**src/hw/rtl/gfpc_pkg.sv**
```systemverilog
`timescale 1ns / 1ps

package gfpc_pkg;

  // Default sizes handed to the top level.
  localparam int MAX_ENTRIES_DEF = 64;
  localparam int CORDIC_ITER_DEF = 24;

  // Port and field widths.
  localparam int LAT_W      = 31;
  localparam int LON_W      = 32;
  localparam int IDX_W      = 6;
  localparam int DIST_W     = 31;
  localparam int COUNT_W    = 7;
  localparam int CFG_IDX_W  = 2;
  localparam int CFG_DATA_W = 31;

  // Iteration counter and fixed step counts of the square root and divider.
  localparam int ITER_W     = 5;
  localparam int SQRT_STEPS = 32;
  localparam int DIV_BITS   = 32;

  // Configuration register indexes.
  localparam logic [CFG_IDX_W-1:0] CFG_RADIUS = 2'd0;
  localparam logic [CFG_IDX_W-1:0] CFG_COUNT  = 2'd1;

  localparam logic [DIST_W-1:0]  RADIUS_RST = 31'd5000;
  localparam logic [COUNT_W-1:0] COUNT_RST  = 7'd0;

  // Fixed-point constants.
  localparam logic signed [33:0] GAIN_INV      = 34'sd1304065749;
  localparam logic signed [33:0] PI_Q20        = 34'sd3294199;
  localparam logic signed [33:0] UNITS_PER_RAD = 34'sd683565276;
  localparam logic signed [33:0] CM_PER_UNIT   = 34'sd4003017359;
  localparam logic signed [33:0] FULL_SCALE    = 34'sd5124095576;
  localparam logic signed [33:0] HALF_SCALE    = 34'sd2562047788;
  localparam logic signed [33:0] ONE_Q31       = 34'sh0_8000_0000;

  // Controller states.
  typedef enum logic [4:0] {
    ST_IDLE, ST_READ, ST_ANG_MUL, ST_ANG, ST_ROT, ST_MUL_YZ, ST_PI_Y, ST_MUL_XZ,
    ST_PI_X, ST_TRIG_FIN, ST_SQ1, ST_SQ2, ST_SQ3, ST_T, ST_TERM1, ST_TERM2,
    ST_TERM3, ST_HAV, ST_SQRT_INIT, ST_SQRT_ITER, ST_SQRT_FIN, ST_VEC_INIT,
    ST_VEC_ITER, ST_VNUM, ST_DIV_INIT, ST_DIV_ITER, ST_DIV_FIN, ST_DMUL, ST_DFIN,
    ST_CHECK, ST_FINAL
  } state_e;

  // Datapath operations.
  typedef enum logic [5:0] {
    OP_NONE, OP_LOAD, OP_FIX, OP_READ, OP_ANG_MUL, OP_ANG, OP_ROT, OP_MUL_YZ,
    OP_PI_Y, OP_MUL_XZ, OP_PI_X, OP_TRIG_FIN, OP_SQ1, OP_SQ2, OP_SQ3, OP_T,
    OP_TERM1, OP_TERM2, OP_TERM3, OP_HAV, OP_SQRT_INIT, OP_SQRT_ITER, OP_SQRT_FIN,
    OP_VEC_INIT, OP_VEC_ITER, OP_VNUM, OP_DIV_INIT, OP_DIV_ITER, OP_DIV_FIN,
    OP_DMUL, OP_DFIN, OP_HIT, OP_FINAL
  } op_e;

  typedef struct packed {
    op_e              op;
    logic [1:0]       sel;    // trig pass or square root pass
    logic [ITER_W-1:0] iter;  // CORDIC step index
    logic [IDX_W-1:0] entry;  // table slot under test
    logic             flag;   // a held match exists
  } cmd_t;

  typedef struct packed {
    logic hit;                // distance is within the radius
  } stat_t;

  // Arctangent of 2^-i in binary angle units.
  function automatic logic [31:0] atan_unit(input logic [ITER_W-1:0] i);
    logic [31:0] r;
    unique case (i)
      5'd0:  r = 32'h20000000;
      5'd1:  r = 32'h12E4051E;
      5'd2:  r = 32'h09FB385B;
      5'd3:  r = 32'h051111D4;
      5'd4:  r = 32'h028B0D43;
      5'd5:  r = 32'h0145D7E1;
      5'd6:  r = 32'h00A2F61E;
      5'd7:  r = 32'h00517C55;
      5'd8:  r = 32'h0028BE53;
      5'd9:  r = 32'h00145F2F;
      5'd10: r = 32'h000A2F98;
      5'd11: r = 32'h000517CC;
      5'd12: r = 32'h00028BE6;
      5'd13: r = 32'h000145F3;
      5'd14: r = 32'h0000A2FA;
      5'd15: r = 32'h0000517D;
      5'd16: r = 32'h000028BE;
      5'd17: r = 32'h0000145F;
      5'd18: r = 32'h00000A30;
      5'd19: r = 32'h00000518;
      5'd20: r = 32'h0000028C;
      5'd21: r = 32'h00000146;
      5'd22: r = 32'h000000A3;
      5'd23: r = 32'h00000051;
      5'd24: r = 32'h00000029;
      5'd25: r = 32'h00000014;
      5'd26: r = 32'h0000000A;
      5'd27: r = 32'h00000005;
      5'd28: r = 32'h00000003;
      5'd29: r = 32'h00000001;
      5'd30: r = 32'h00000001;
      5'd31: r = 32'h00000000;
    endcase
    return r;
  endfunction

  // Clamp a value to the Q31 unit range.
  function automatic logic signed [32:0] clamp_q31(input logic signed [33:0] v);
    logic signed [33:0] r;
    r = v;
    if (v > ONE_Q31) r = ONE_Q31;
    else if (v < -ONE_Q31) r = -ONE_Q31;
    return r[32:0];
  endfunction

  // Magnitude of a clamped Q31 value.
  function automatic logic [31:0] abs_q31(input logic signed [32:0] v);
    logic signed [32:0] n;
    n = -v;
    return v[32] ? n[31:0] : v[31:0];
  endfunction

endpackage

```
**src/hw/rtl/gfpc_ctrl.sv**
```systemverilog
`timescale 1ns / 1ps

module gfpc_ctrl #(
  parameter int MAX_ENTRIES       = gfpc_pkg::MAX_ENTRIES_DEF,
  parameter int CORDIC_ITERATIONS = gfpc_pkg::CORDIC_ITER_DEF
) (
  input  logic                         clk_i,
  input  logic                         rst_ni,
  input  logic                         start,
  input  logic                         opcode_i,
  input  logic [gfpc_pkg::COUNT_W-1:0] entry_count_i,
  input  gfpc_pkg::stat_t              stat_i,
  output logic                         busy,
  output gfpc_pkg::cmd_t               cmd_o
);
  import gfpc_pkg::*;

  localparam logic [ITER_W-1:0]  ITER_LAST = ITER_W'(CORDIC_ITERATIONS - 1);
  localparam logic [ITER_W-1:0]  SQRT_LAST = ITER_W'(SQRT_STEPS - 1);
  localparam logic [ITER_W-1:0]  DIV_LAST  = ITER_W'(DIV_BITS - 1);
  localparam logic [COUNT_W-1:0] MAX_N     = COUNT_W'(MAX_ENTRIES);

  state_e             state_q, state_d;
  logic [ITER_W-1:0]  cnt_q, cnt_d;
  logic [1:0]         sel_q, sel_d;
  logic [COUNT_W-1:0] idx_q, idx_d;
  logic [COUNT_W-1:0] num_q, num_d;
  logic               pend_q, pend_d;
  logic [COUNT_W-1:0] num_sat;
  logic [COUNT_W-1:0] idx_inc;

  assign num_sat = (entry_count_i > MAX_N) ? MAX_N : entry_count_i;
  assign idx_inc = idx_q + COUNT_W'(1);

  // Control registers.
  always_ff @(posedge clk_i or negedge rst_ni) begin
    if (!rst_ni) begin
      state_q <= ST_IDLE;
      cnt_q   <= '0;
      sel_q   <= '0;
      idx_q   <= '0;
      num_q   <= '0;
      pend_q  <= 1'b0;
    end else begin
      state_q <= state_d;
      cnt_q   <= cnt_d;
      sel_q   <= sel_d;
      idx_q   <= idx_d;
      num_q   <= num_d;
      pend_q  <= pend_d;
    end
  end

  // Sequencing of one fix over all checked entries.
  always_comb begin
    state_d = state_q;
    cnt_d   = cnt_q;
    sel_d   = sel_q;
    idx_d   = idx_q;
    num_d   = num_q;
    pend_d  = pend_q;
    busy    = 1'b1;
    cmd_o.op    = OP_NONE;
    cmd_o.sel   = sel_q;
    cmd_o.iter  = cnt_q;
    cmd_o.entry = idx_q[IDX_W-1:0];
    cmd_o.flag  = pend_q;

    unique case (state_q)
      ST_IDLE: begin
        busy = 1'b0;
        if (start) begin
          if (!opcode_i) begin
            cmd_o.op = OP_LOAD;
          end else begin
            cmd_o.op = OP_FIX;
            num_d    = num_sat;
            idx_d    = '0;
            pend_d   = 1'b0;
            state_d  = (num_sat == '0) ? ST_FINAL : ST_READ;
          end
        end
      end
      ST_READ: begin
        cmd_o.op = OP_READ;
        sel_d    = 2'd0;
        state_d  = ST_ANG_MUL;
      end
      ST_ANG_MUL: begin
        cmd_o.op = OP_ANG_MUL;
        state_d  = ST_ANG;
      end
      ST_ANG: begin
        cmd_o.op = OP_ANG;
        cnt_d    = '0;
        state_d  = ST_ROT;
      end
      ST_ROT: begin
        cmd_o.op = OP_ROT;
        cnt_d    = cnt_q + ITER_W'(1);
        if (cnt_q == ITER_LAST) state_d = ST_MUL_YZ;
      end
      ST_MUL_YZ: begin
        cmd_o.op = OP_MUL_YZ;
        state_d  = ST_PI_Y;
      end
      ST_PI_Y: begin
        cmd_o.op = OP_PI_Y;
        state_d  = ST_MUL_XZ;
      end
      ST_MUL_XZ: begin
        cmd_o.op = OP_MUL_XZ;
        state_d  = ST_PI_X;
      end
      ST_PI_X: begin
        cmd_o.op = OP_PI_X;
        state_d  = ST_TRIG_FIN;
      end
      ST_TRIG_FIN: begin
        cmd_o.op = OP_TRIG_FIN;
        sel_d    = sel_q + 2'd1;
        state_d  = (sel_q == 2'd3) ? ST_SQ1 : ST_ANG_MUL;
      end
      ST_SQ1: begin
        cmd_o.op = OP_SQ1;
        state_d  = ST_SQ2;
      end
      ST_SQ2: begin
        cmd_o.op = OP_SQ2;
        state_d  = ST_SQ3;
      end
      ST_SQ3: begin
        cmd_o.op = OP_SQ3;
        state_d  = ST_T;
      end
      ST_T: begin
        cmd_o.op = OP_T;
        state_d  = ST_TERM1;
      end
      ST_TERM1: begin
        cmd_o.op = OP_TERM1;
        state_d  = ST_TERM2;
      end
      ST_TERM2: begin
        cmd_o.op = OP_TERM2;
        state_d  = ST_TERM3;
      end
      ST_TERM3: begin
        cmd_o.op = OP_TERM3;
        state_d  = ST_HAV;
      end
      ST_HAV: begin
        cmd_o.op = OP_HAV;
        sel_d    = 2'd0;
        state_d  = ST_SQRT_INIT;
      end
      ST_SQRT_INIT: begin
        cmd_o.op = OP_SQRT_INIT;
        cnt_d    = '0;
        state_d  = ST_SQRT_ITER;
      end
      ST_SQRT_ITER: begin
        cmd_o.op = OP_SQRT_ITER;
        cnt_d    = cnt_q + ITER_W'(1);
        if (cnt_q == SQRT_LAST) state_d = ST_SQRT_FIN;
      end
      ST_SQRT_FIN: begin
        cmd_o.op = OP_SQRT_FIN;
        sel_d    = 2'd1;
        state_d  = (sel_q == 2'd0) ? ST_SQRT_INIT : ST_VEC_INIT;
      end
      ST_VEC_INIT: begin
        cmd_o.op = OP_VEC_INIT;
        cnt_d    = '0;
        state_d  = ST_VEC_ITER;
      end
      ST_VEC_ITER: begin
        cmd_o.op = OP_VEC_ITER;
        cnt_d    = cnt_q + ITER_W'(1);
        if (cnt_q == ITER_LAST) state_d = ST_VNUM;
      end
      ST_VNUM: begin
        cmd_o.op = OP_VNUM;
        state_d  = ST_DIV_INIT;
      end
      ST_DIV_INIT: begin
        cmd_o.op = OP_DIV_INIT;
        cnt_d    = '0;
        state_d  = ST_DIV_ITER;
      end
      ST_DIV_ITER: begin
        cmd_o.op = OP_DIV_ITER;
        cnt_d    = cnt_q + ITER_W'(1);
        if (cnt_q == DIV_LAST) state_d = ST_DIV_FIN;
      end
      ST_DIV_FIN: begin
        cmd_o.op = OP_DIV_FIN;
        state_d  = ST_DMUL;
      end
      ST_DMUL: begin
        cmd_o.op = OP_DMUL;
        state_d  = ST_DFIN;
      end
      ST_DFIN: begin
        cmd_o.op = OP_DFIN;
        state_d  = ST_CHECK;
      end
      ST_CHECK: begin
        // A new match releases the one held before it.
        if (stat_i.hit) begin
          cmd_o.op = OP_HIT;
          pend_d   = 1'b1;
        end
        idx_d   = idx_inc;
        state_d = (idx_inc == num_q) ? ST_FINAL : ST_READ;
      end
      ST_FINAL: begin
        cmd_o.op = OP_FINAL;
        state_d  = ST_IDLE;
      end
      default: begin
        state_d = ST_IDLE;
      end
    endcase
  end

endmodule

```
**config.mk**
```make
export PLATFORM = sky130hd
export DESIGN_NAME = gfpc_ctrl
export DESIGN_NICKNAME = d
export VERILOG_FILES = /design/src/hw/rtl/gfpc_pkg.sv /design/src/hw/rtl/gfpc_ctrl.sv
export SDC_FILE = /design/constraint.sdc
export NUM_CORES = 1
export LEC_CHECK = 0
export BUFFER_PORTS_ARGS = -buffer_cell sky130_fd_sc_hd__buf_4
export CAP_MARGIN = 20
export CORE_AREA = 2 2 83 65
export DETAILED_ROUTE_END_ITERATION = 16
export DIE_AREA = 0 0 85 67
export PLACE_DENSITY = 0.62
export SLEW_MARGIN = 20
export SYNTH_ARGS = -nofsm -noshare
export SYNTH_HDL_FRONTEND = slang
export SYNTH_SLANG_ARGS = --single-unit
```
**constraint.sdc**
```tcl
create_clock -name clk_i -period 2.1 [get_ports clk_i]
set_input_delay 0.63 -clock clk_i [delete_from_list [all_inputs] [get_ports clk_i]]
set_output_delay 0.63 -clock clk_i [all_outputs]
set_load 0.05 [all_outputs]
```
# Yosys cells after proc, flatten, opt, wreduce, memory -nomap -nowiden
# Cells that the tools add are included.
[word_totals]
register_bits = 27
out_inout_bits = 21
elab_cells = 90
input_bits = 12
[classes]
eq_ne = 41
add_sub_neg = 3
mux = 26
magnitude_cmp = 1
reduce_logical = 13
[op_table]
columns = ["op", "count"]
rows = [
  ["$pmux 6 s31", 1],
  ["$pmux 5 s30", 1],
  ["$eq 5x5->1 const B", 17],
  ["$mux 5", 9],
  ["$eq 5x4->1 const B", 8],
  ["$mux 7", 3],
  ["$eq 5x3->1 const B", 4],
  ["$ne 2x2->1 const B", 7],
  ["$pmux 7 s2", 1],
  ["$eq 5x2->1 const B", 2],
  ["$pmux 5 s2", 1],
  ["$reduce_or 4->1", 2],
  ["$add 7x1->7 const B", 1],
  ["$eq 7x7->1", 1],
  ["$gt 7x7->1 const B", 1],
  ["$logic_not 7->1", 1],
  ["$pmux 2 s3", 1],
  ["$reduce_and 3->1", 2],
  ["$reduce_and 6->1", 1],
  ["$add 5x1->5 const B", 1],
  ["$eq 5x1->1 const B", 1],
  ["$logic_not 5->1", 1],
  ["$mux 1", 4],
  ["$mux 2", 2],
  ["10 further kinds", 11],
]

# Logic depth before layout (Yosys ltp)
# Gate-level depths: netlist (run 1).
[depth]
word_depth = 7
mapped_depth = 7
mapped_depth_nobuf = 7

# Worst setup path before layout (run 1)
# Ideal clock, no wire load.
[synth_timing]
path_kind = "register to output"
start = "register state_q[3]"
end = "output cmd_o[14] (netlist name)"
path_buffers = 1
t_arrival_ns = 2.550
t_required_ns = 1.470
slack_ns = -1.080
path_stages_with_launch = 5
cell_sequence = "dfrtp_1 buf_6 or4_4 nand2b_4 o32ai_1"
[synth_rtl]
columns = ["item", "line_no", "rtl"]
rows = [
  ["start: declaration", "gfpc_ctrl.sv:23", "state_e state_q, state_d;"],
  ["start signal: assignment", "gfpc_ctrl.sv:45", "state_q <= state_d;"],
  ["end: declaration", "gfpc_ctrl.sv:14", "output gfpc_pkg::cmd_t cmd_o"],
]

==> results_dict.tcl, run 1 <==
set metrics [dict create \
    crit_type "reg -> out" \
    synth_top_area_share 0.332 \
    area_delta_synth_final_pct 35.8 \
    skew_ps 5.31 \
    grt_antenna_before_repair 0 \
    cts_tree "done" \
    route.detailed.drc 0 \
    worst_pin_slew_ps 477 \
    finalWorstSetupSlack_ps -338 \
    via_count 1978 \
    drive_gt1_frac 0.359 \
    grt_setup_unrepaired "true" \
    synth_xor_area_frac 0.0695 \
    ir_drop_mv 0.889 \
    ys_ff_latch 27 \
    grt_max_degree 28 \
    intPower_uw 2310 \
    fin_util 0.573 \
    synth_cell_types 55 \
    cts_buffers 3 \
    synth_async_sr_flop_share 1.00 \
    cts_max_path_buffers 2 \
    start_util 0.422 \
    clockPowerShare 0.065 \
    avgRoutedWirePerCell_um 16.0 \
    gp_congestion 0.867 \
    synth_top_family_by_area "simple AND/OR/NAND/NOR gates" \
    p_leak_uw 0.00122 \
    die_area_um2 5700 \
    startpoint_type "flop" \
    max_stage_delay_ps 540 \
    cts-htree-levels 1 \
    synthSimpleGateAreaFrac 0.247 \
    power.total_uw 4700 \
    drt_iter0_markers 186 \
    finalSetupViolCount 7 \
    avgSynthCellArea_um2 8.54 \
    synth_edf_count 0 \
    synthMuxAreaShare 0.0160 \
    critPathArrivalTime_ps 1810 \
    endpoint_kind "output port" \
    synthAdderAreaFrac 0.0308 \
    crit_required_ps 1470 \
    path_cells "or4_4, nand2b_4, o32ai_4, buf_6" \
    fp.dieH_um 67 \
    synthesis.area_um2 2030 \
    synth_compound_area_frac 0.217 \
    syn_inst 238 \
    ios 33 \
    grt_usage 0.202 \
    synthTopCellsByCount "dfrtp_1, o21ai_0, a21oi_1, nand2_1, inv_1" \
    synth_warnings 0 \
    nFillCells 455 \
    overflow 0 \
    rows 22 \
    vias_per_cell 5.65 \
    io_buffers 32 \
    maxCapViolCount 0 \
    critPathMaxFanout 4 \
    p_comb_frac 0.716 \
    antenna_left 0 \
    dp_hpwl_um 3950 \
    netlist_top_cells_area "dfrtp_1, o21ai_0, a21oi_1" \
    clk_pin_slew_ps 100 \
    grt_pass1_wl_um 9000 \
    synth_ff_type "dfrtp_1" \
    swShare 0.509 \
    min_path_type "in -> async" \
    nets 308 \
    yosysTopAreaCell "dfrtp_1" \
    n_antenna_cell 0 \
    clock-root-buffer "clkbuf_8" \
    max_freq_ghz 0.410 \
    violations "negative setup slack" \
    firstDrtPassIters 4 \
    slew_headroom 0.679 \
    die_w_um 85 \
    period_minus_slack_ps 2440 \
    power_density_nw_per_um2 1700 \
    slew_violations 0 \
    clk-insertion-delay-late_ps 280 \
    clock_sinks 27 \
    yosysSeqAreaShare 0.332 \
    power_frac_seq 0.219 \
    period_share 1.16 \
    status "complete, but fails checks" \
    yosysMostFrequentCell "dfrtp_1" \
    p_switching_uw 2390 \
    r2r_slack_ps 80 \
    synth_nets 255 \
    crit_slowest_cell "or4_4" \
    drt-total-wl_um 5600 \
    grt_pass1_vias 1840 \
    core-area_um2 4820 \
    hold_viol_final 0 \
]
worst max-delay path: cells and delay by family (launching register included):
kind | cells | cell delay (ps)
simple gates | 2 | 730
buf+inv | 1 | 190
compound gates | 1 | 220
flops | 1 | 390
stage by stage:
stage | std cells | setup WS (ps) | hold slack, ps | TNS, ps | instance area (µm²)
after floorplan | 238 | -366 | 334 | -650 | 2100
after global placement | 333 | -43.3 | 481 | -131 | 2450
after detailed placement | 333 | -65.0 | 494 | -229 | 2450
after CTS | 347 | -339 | 265 | -1220 | 2690
after global routing | 350 | -407 | 270 | -1700 | 2760
final | 350 | -338 | 256 | -1200 | 2760
final cells by class:
cell class | instances | area, µm² | area share
multi-input cells | 177 | 1330 | 0.483
flip-flops and latches | 27 | 679 | 0.246
repair buffers | 67 | 569 | 0.206
well taps | 60 | 75.1 | 0.0272
inverters | 15 | 60.1 | 0.0217
clock buffers | 4 | 45.0 | 0.0163
placed cells by master (no fill, tap or decap), types with 4 or more instances in the layout:
cell type,synthesis,layout
o22ai_1,5,4
nor4_1,6,5
inv_1,14,13
nand3_1,10,8
o21ai_0,18,14
buf_6,2,7
dfrtp_1,27,24
ha_1,5,5
nor2_1,13,12
nand2b_1,6,6
nand3b_1,6,6
a22o_1,4,4
nand2_1,17,14
xnor2_1,7,7
nor2b_1,5,5
a21oi_1,17,14
xor2_1,4,4
o21ai_1,5,7
buf_4,8,57
power groups by stage:
| stage | registers, µW | logic [µW] | clock network, µW |
|---|---|---|---|
| after floorplan | 1090 | 2040 | 0 |
| after global placement | 1020 | 2780 | 0 |
| after detailed placement | 1030 | 2820 | 0 |
| after CTS | 1030 | 3180 | 315 |
| after global routing | 1070 | 3610 | 339 |
| final | 1030 | 3360 | 306 |
timing repair:
item,CTS,global route
gates resized for setup,23,13
endpoints found under the setup margin,7,15
pin swaps,2,3
gates cloned,1,0
setup buffers,9,3
hold buffers,0,0
cells by family after synthesis:
family	count (synthesis)
compound gates	71
xor+xnor	13
fa+ha+maj	5
buf+inv	34
flops	27
mux	3
simple gates	85
state kept, by name (all words and copies together) (netlist names):
signal and cells:
cnt_q 5, pend_q 1, idx_q 7, num_q 7, sel_q 2, state_q 5
per-layer routing:
layer | vias to the layer above | wire length [µm] | global-route usage
li1 | 960 | - | -
met1 | 938 | 2750 | 0.308
met2 | 76 | 2380 | 0.286
met3 | 4 | 427 | 0.0483
met4 | 0 | 45 | 0.0417
met5 | - | 0 | 0
path summary, 6_finish.rpt:
path	cells after the start	from	to
worst max-delay path	4	state_q[4]	cmd_o[14]
worst min-delay path	1	rst_ni	num_q[3]
worst max register to register	11	state_q[4]	state_q[3]
worst min register to register	2	pend_q	pend_q
max in group asynchronous	1	rst_ni	cnt_q[0]
min in group clk_i	2	pend_q	pend_q
No activity file was read; power rests on OpenSTA's default activity.
==> inputs of run 2 (changes only) <==
- CORE_AREA: 2 2 83 65 -> 10 10 91 73
- DIE_AREA: 0 0 85 67 -> 0 0 101 83
- GPL_ROUTABILITY_DRIVEN: unset -> 1
==> results_dict.tcl, run 2 (same netlist as run 1, synthesis figures left out) <==
set metrics [dict create \
    avgRoutedWirePerCell_um 15.9 \
    whs_ps 250 \
    critPathMaxFanout 3 \
    nets 299 \
    grt_usage 0.130 \
    violations "negative setup slack" \
    firstDrtPassIters 4 \
    crit_slowest_cell "or4_4" \
    power.total_uw 4390 \
    crit_required_ps 1470 \
    grt_max_degree 28 \
    p_leak_uw 0.00115 \
    clk_pin_slew_ps 100 \
    vias_per_cell 5.58 \
    core-area_um2 4820 \
    overflow 0 \
    skew_ps 9.33 \
    finalWorstSetupSlack_ps -319 \
    crit_buf_inv 1 \
    drt-total-wl_um 5430 \
    drt_iter0_markers 187 \
    antenna_left 0 \
    max_freq_ghz 0.413 \
    slew_headroom 0.693 \
    grt_pass1_vias 1877 \
    cts_tree "done" \
    period_minus_slack_ps 2420 \
    n_antenna_cell 0 \
    cts-htree-levels 1 \
    io_buffers 32 \
    status "complete, but fails checks" \
    place_area_um2 2450 \
    finalSetupViolCount 3 \
    die_area_um2 8380 \
    final_common_cell "buf_4" \
    busiest_layer "met1" \
    max_stage_delay_ps 540 \
    crit_type "reg -> out" \
    power_density_nw_per_um2 1670 \
    fin_util 0.546 \
    critPathArrivalTime_ps 1790 \
    ir_drop_mv 1.02 \
    grt_antenna_before_repair 0 \
    min_path_type "in -> async" \
    cts_max_path_buffers 2 \
    period_share 1.15 \
    cp_top_family "simple AND/OR/NAND/NOR gates" \
    route.detailed.drc 0 \
    worst_pin_slew_ps 456 \
    clk-insertion-delay-late_ps 280 \
    drive_gt1_frac 0.313 \
    rows 22 \
    clock_sinks 27 \
    dp_hpwl_um 4160 \
    hold_buffers 0 \
    slew_violations 0 \
    area_delta_synth_final_pct 29.4 \
    path_cells "or4_4, nand2b_4, o32ai_4, buf_6" \
    startpoint_type "flop" \
    hold_viol_final 0 \
    use_met3 0.0381 \
    gp_congestion 0.896 \
    fp.dieH_um 83 \
    maxCapViolCount 0 \
    endpoint_kind "output port" \
    ios 33 \
    grt_setup_unrepaired "true" \
    cts_buffers 3 \
    grt_pass1_wl_um 9160 \
    final_cell_mix "buf_4, dfrtp_1, nand2_1, o21ai_0, a21oi_1" \
    start_util 0.422 \
    met2_usage 0.183 \
    die_w_um 101 \
    via_count 1902 \
    grt_util_met1 0.190 \
    final_area_um2 2630 \
    reg_top3 "idx_q x7, num_q x7" \
    clock-root-buffer "clkbuf_8" \
]
-- run 2: cell count changes in the layout (fill, tap and decap cells not counted), moves of 2 or more --
cell        before  now
buf_4           57   48
clkinvlp_4       1    3
nand2_1         14   16
nand2_2          2    0
o21ai_0         14   16
o21ai_2          2    0
-- run 2: final cells by class --
cell class	count	area [µm²]
multi-input cells	177	1280
flip-flops and latches	27	679
inverters	15	63.8
well taps	60	75.1
repair buffers	58	485
clock buffers	3	41.3
fillers	468	2190
clock inverters	1	7.51
-- run 2: power by group --
part / internal [µW] / total [µW] / switching (µW)
logic: 1240 / 3050 / 1820
clock network: 135 / 310 / 175
registers: 751 / 1030 / 275
-- run 2: layer usage --
| metal | vias up | wire length (µm) |
|---|---|---|
| li1 | 942 | - |
| met1 | 905 | 2750 |
| met2 | 53 | 2280 |
| met3 | 2 | 379 |
| met4 | 0 | 25 |
| met5 | - | 0 |
-- run 2: path summary, 6_finish.rpt --
| kind | endpoint | cells past startpoint | slack, ps | start |
|---|---|---|---|---|
| min reg2reg | pend_q | 2 | 510 | pend_q |
| max reg2reg | state_q[1] | 8 | 100 | state_q[2] |
| min | idx_q[1] | 1 | 250 | rst_ni |
| min in group clk_i | pend_q | 2 | 510 | pend_q |
| max | cmd_o[14] | 4 | -320 | state_q[2] |
| max in group asynchronous | state_q[1] | 1 | 1560 | rst_ni |
-- run 2: per-stage QoR --
stage	worst slack, ps	TNS, ps	cells
4_1_cts	-338	-908	338
2_1_floorplan	-366	-650	238
6_report	-319	-867	341
3_3_place_gp	-61.4	-163	332
3_5_place_dp	-103	-304	332
5_1_grt	-398	-1280	341
-- run 2: timing repair --
item | in CTS | in global routing
pin swaps | 0 | 2
endpoints found under the setup margin | 7 | 12
setup buffers | 2 | 4
resized for setup | 16 | 10
==> inputs of run 3 (changes only) <==
- ABC_AREA: unset -> 1
- BUFFER_PORTS_ARGS: -buffer_cell sky130_fd_sc_hd__buf_4 -> unset
- CORE_AREA: 10 10 91 73 -> 10 10 93 75
- DIE_AREA: 0 0 101 83 -> 0 0 103 85
- DONT_BUFFER_PORTS: unset -> 1
- PLACE_DENSITY: 0.62 -> 0.56
==> results_dict.tcl, run 3 <==
set metrics [dict create \
    place_inst 448 \
    nets 432 \
    drive_gt1_frac 0.382 \
    crit_required_ps 1470 \
    ys_ff_latch 27 \
    ir_drop_mv 0.210 \
    status "complete, but fails checks" \
    ios 33 \
    grt_max_degree 28 \
    final_common_cell "nand2_1" \
    grt_setup_unrepaired "true" \
    intPower_uw 671 \
    die_w_um 103 \
    maxCapViolCount 0 \
    p_switching_uw 182 \
    crit_type "reg -> out" \
    ff2ff_path_depth 13 \
    rows 23 \
    synth_ff_type "dfrtp_1" \
    whs_ps 42.4 \
    register_area_um2 682 \
    finalWorstSetupSlack_ps -421 \
    vias_per_cell 5.30 \
    hold_viol_final 0 \
    min_path_type "in -> async" \
    final_cell_mix "nand2_1, buf_4, inv_1, nand3_1, nor2_1" \
    stdcell_count 476 \
    cts_max_path_buffers 2 \
    slew_headroom 0.650 \
    antenna_left 0 \
    pre_cts_slack_ps -176 \
    grt_pass1_vias 2302 \
    n_antenna_cell 0 \
    synth_warnings 0 \
    avgRoutedWirePerCell_um 16.0 \
    drt-total-wl_um 7630 \
    p_leak_uw 0.00171 \
    skew_ps 4.04 \
    p_comb_frac 0.026 \
    period_share 1.20 \
    synthTopCellsByCount "nand2_1, nand3_1, inv_1, nor2_1, dfrtp_1" \
    grt_antenna_before_repair 0 \
    grt_usage 0.165 \
    critPathArrivalTime_ps 1890 \
    yosysSeqAreaShare 0.315 \
    synth_async_sr_flop_share 1.00 \
    io_buffers 0 \
    clk_pin_slew_ps 90 \
    firstDrtPassIters 5 \
    synth_edf_count 0 \
    clockPowerShare 0.348 \
    cts_buffers 3 \
    core-area_um2 5180 \
    area_delta_synth_final_pct 47.8 \
    grt_pass1_wl_um 11800 \
    power_frac_seq 0.626 \
    yosysTopAreaCell "dfrtp_1" \
    fin_util 0.612 \
    clock_sinks 27 \
    worst_pin_slew_ps 525 \
    period_minus_slack_ps 2520 \
    die_area_um2 8760 \
    yosysMostFrequentCell "nand2_1" \
    clock-root-buffer "clkbuf_8" \
    slew_violations 0 \
    synth_nets 344 \
    start_util 0.414 \
    dp_hpwl_um 5540 \
    multi_input_area_um2 1430 \
    clk-insertion-delay-late_ps 270 \
    netlist_top_cells_area "dfrtp_1, nand2_1, nand3_1" \
    finalSetupViolCount 6 \
    violations "negative setup slack" \
    setup_tns_ps -2110 \
    syn_inst 327 \
    synthesis.area_um2 2150 \
    endpoint_kind "output port" \
    nFillCells 473 \
    synth_top_area_share 0.315 \
    avgSynthCellArea_um2 6.56 \
    gp_congestion 0.989 \
    via_count 2524 \
    r2r_slack_ps 50 \
    fp.dieH_um 85 \
    startpoint_type "flop" \
    critPathMaxFanout 8 \
    cts_tree "done" \
    overflow 0 \
    synth_cell_types 29 \
    route.detailed.drc 0 \
    reg_top3 "idx_q x7, num_q x7" \
    swShare 0.213 \
    drt_iter0_markers 205 \
    power_density_nw_per_um2 269 \
    cts-htree-levels 1 \
    max_freq_ghz 0.397 \
]
## run 3: changes by cell type after synthesis, sizes merged, moves of 11 or more
cell / previous run / this run
nor2: 15 / 38
nand2: 17 / 95
inv: 14 / 43
nand3: 10 / 42
a21oi: 17 / 6
nand4: 2 / 14
## run 3: worst paths after layout
| kind | from | end |
|---|---|---|
| max | state_q[4] | cmd_o[15] |
| min | rst_ni | cnt_q[2] |
| max reg2reg | state_q[2] | state_q[3] |
| min reg2reg | num_q[0] | num_q[0] |
| max in group asynchronous | rst_ni | state_q[1] |
| min in group clk_i | entry_count_i[4] | num_q[4] |
## run 3: cell families (layout without fill, tap and decap cells)
kind of cell | count (synthesis) | count (layout) | share of synthesized area
flops | 27 | 27 | 0.315
xor+xnor | 4 | 4 | 0.0163
compound gates | 34 | 34 | 0.0875
fa+ha+maj | 5 | 5 | 0.0292
simple gates | 204 | 205 | 0.446
buf+inv | 53 | 139 | 0.106
## run 3: final cells by class
class / instances / area share
Clock buffer: 4 / 0.0142
Multi-Input combinational cell: 248 / 0.450
Inverter: 43 / 0.0525
Tap cell: 62 / 0.0245
Sequential cell: 27 / 0.215
Timing Repair Buffer: 92 / 0.244
## run 3: critical path, cell delays in order (launching register included)
cell and delay [ps]:
dfrtp_2 490, buf_6 180, nand3_1 150, nand2_1 90
nor4_2 320, nand4_1 190, buf_12 200
## run 3: power groups by stage
stage	sequential (µW)	combinational [µW]	clock, µW
2_1_floorplan	540	21.5	0
3_3_place_gp	544	21.0	0
3_5_place_dp	544	21.1	0
4_1_cts	534	22.0	306
5_1_grt	535	25.0	322
6_report	534	22.1	297
## run 3: through the flow
| stage | power, µW | area, µm² |
|---|---|---|
| floorplan | 561 | 2180 |
| global placement | 565 | 2720 |
| detailed placement | 565 | 2720 |
| CTS | 862 | 3000 |
| global route | 882 | 3170 |
| finish | 853 | 3170 |
## run 3: routing by layer
layer	global-route usage	vias to the layer above	wire [µm]
met3	0.0421	6	771
met5	0	-	0
met1	0.253	1133	3530
li1	-	1251	-
met4	0.0164	0	32
met2	0.231	134	3300
## run 3: repair_timing
item	4_1_cts	5_1_grt
cloned	1	0
resized for setup	32	23
hold buffers	0	0
pin swaps	13	13
setup buffers	13	12
setup endpoints to repair	6	12
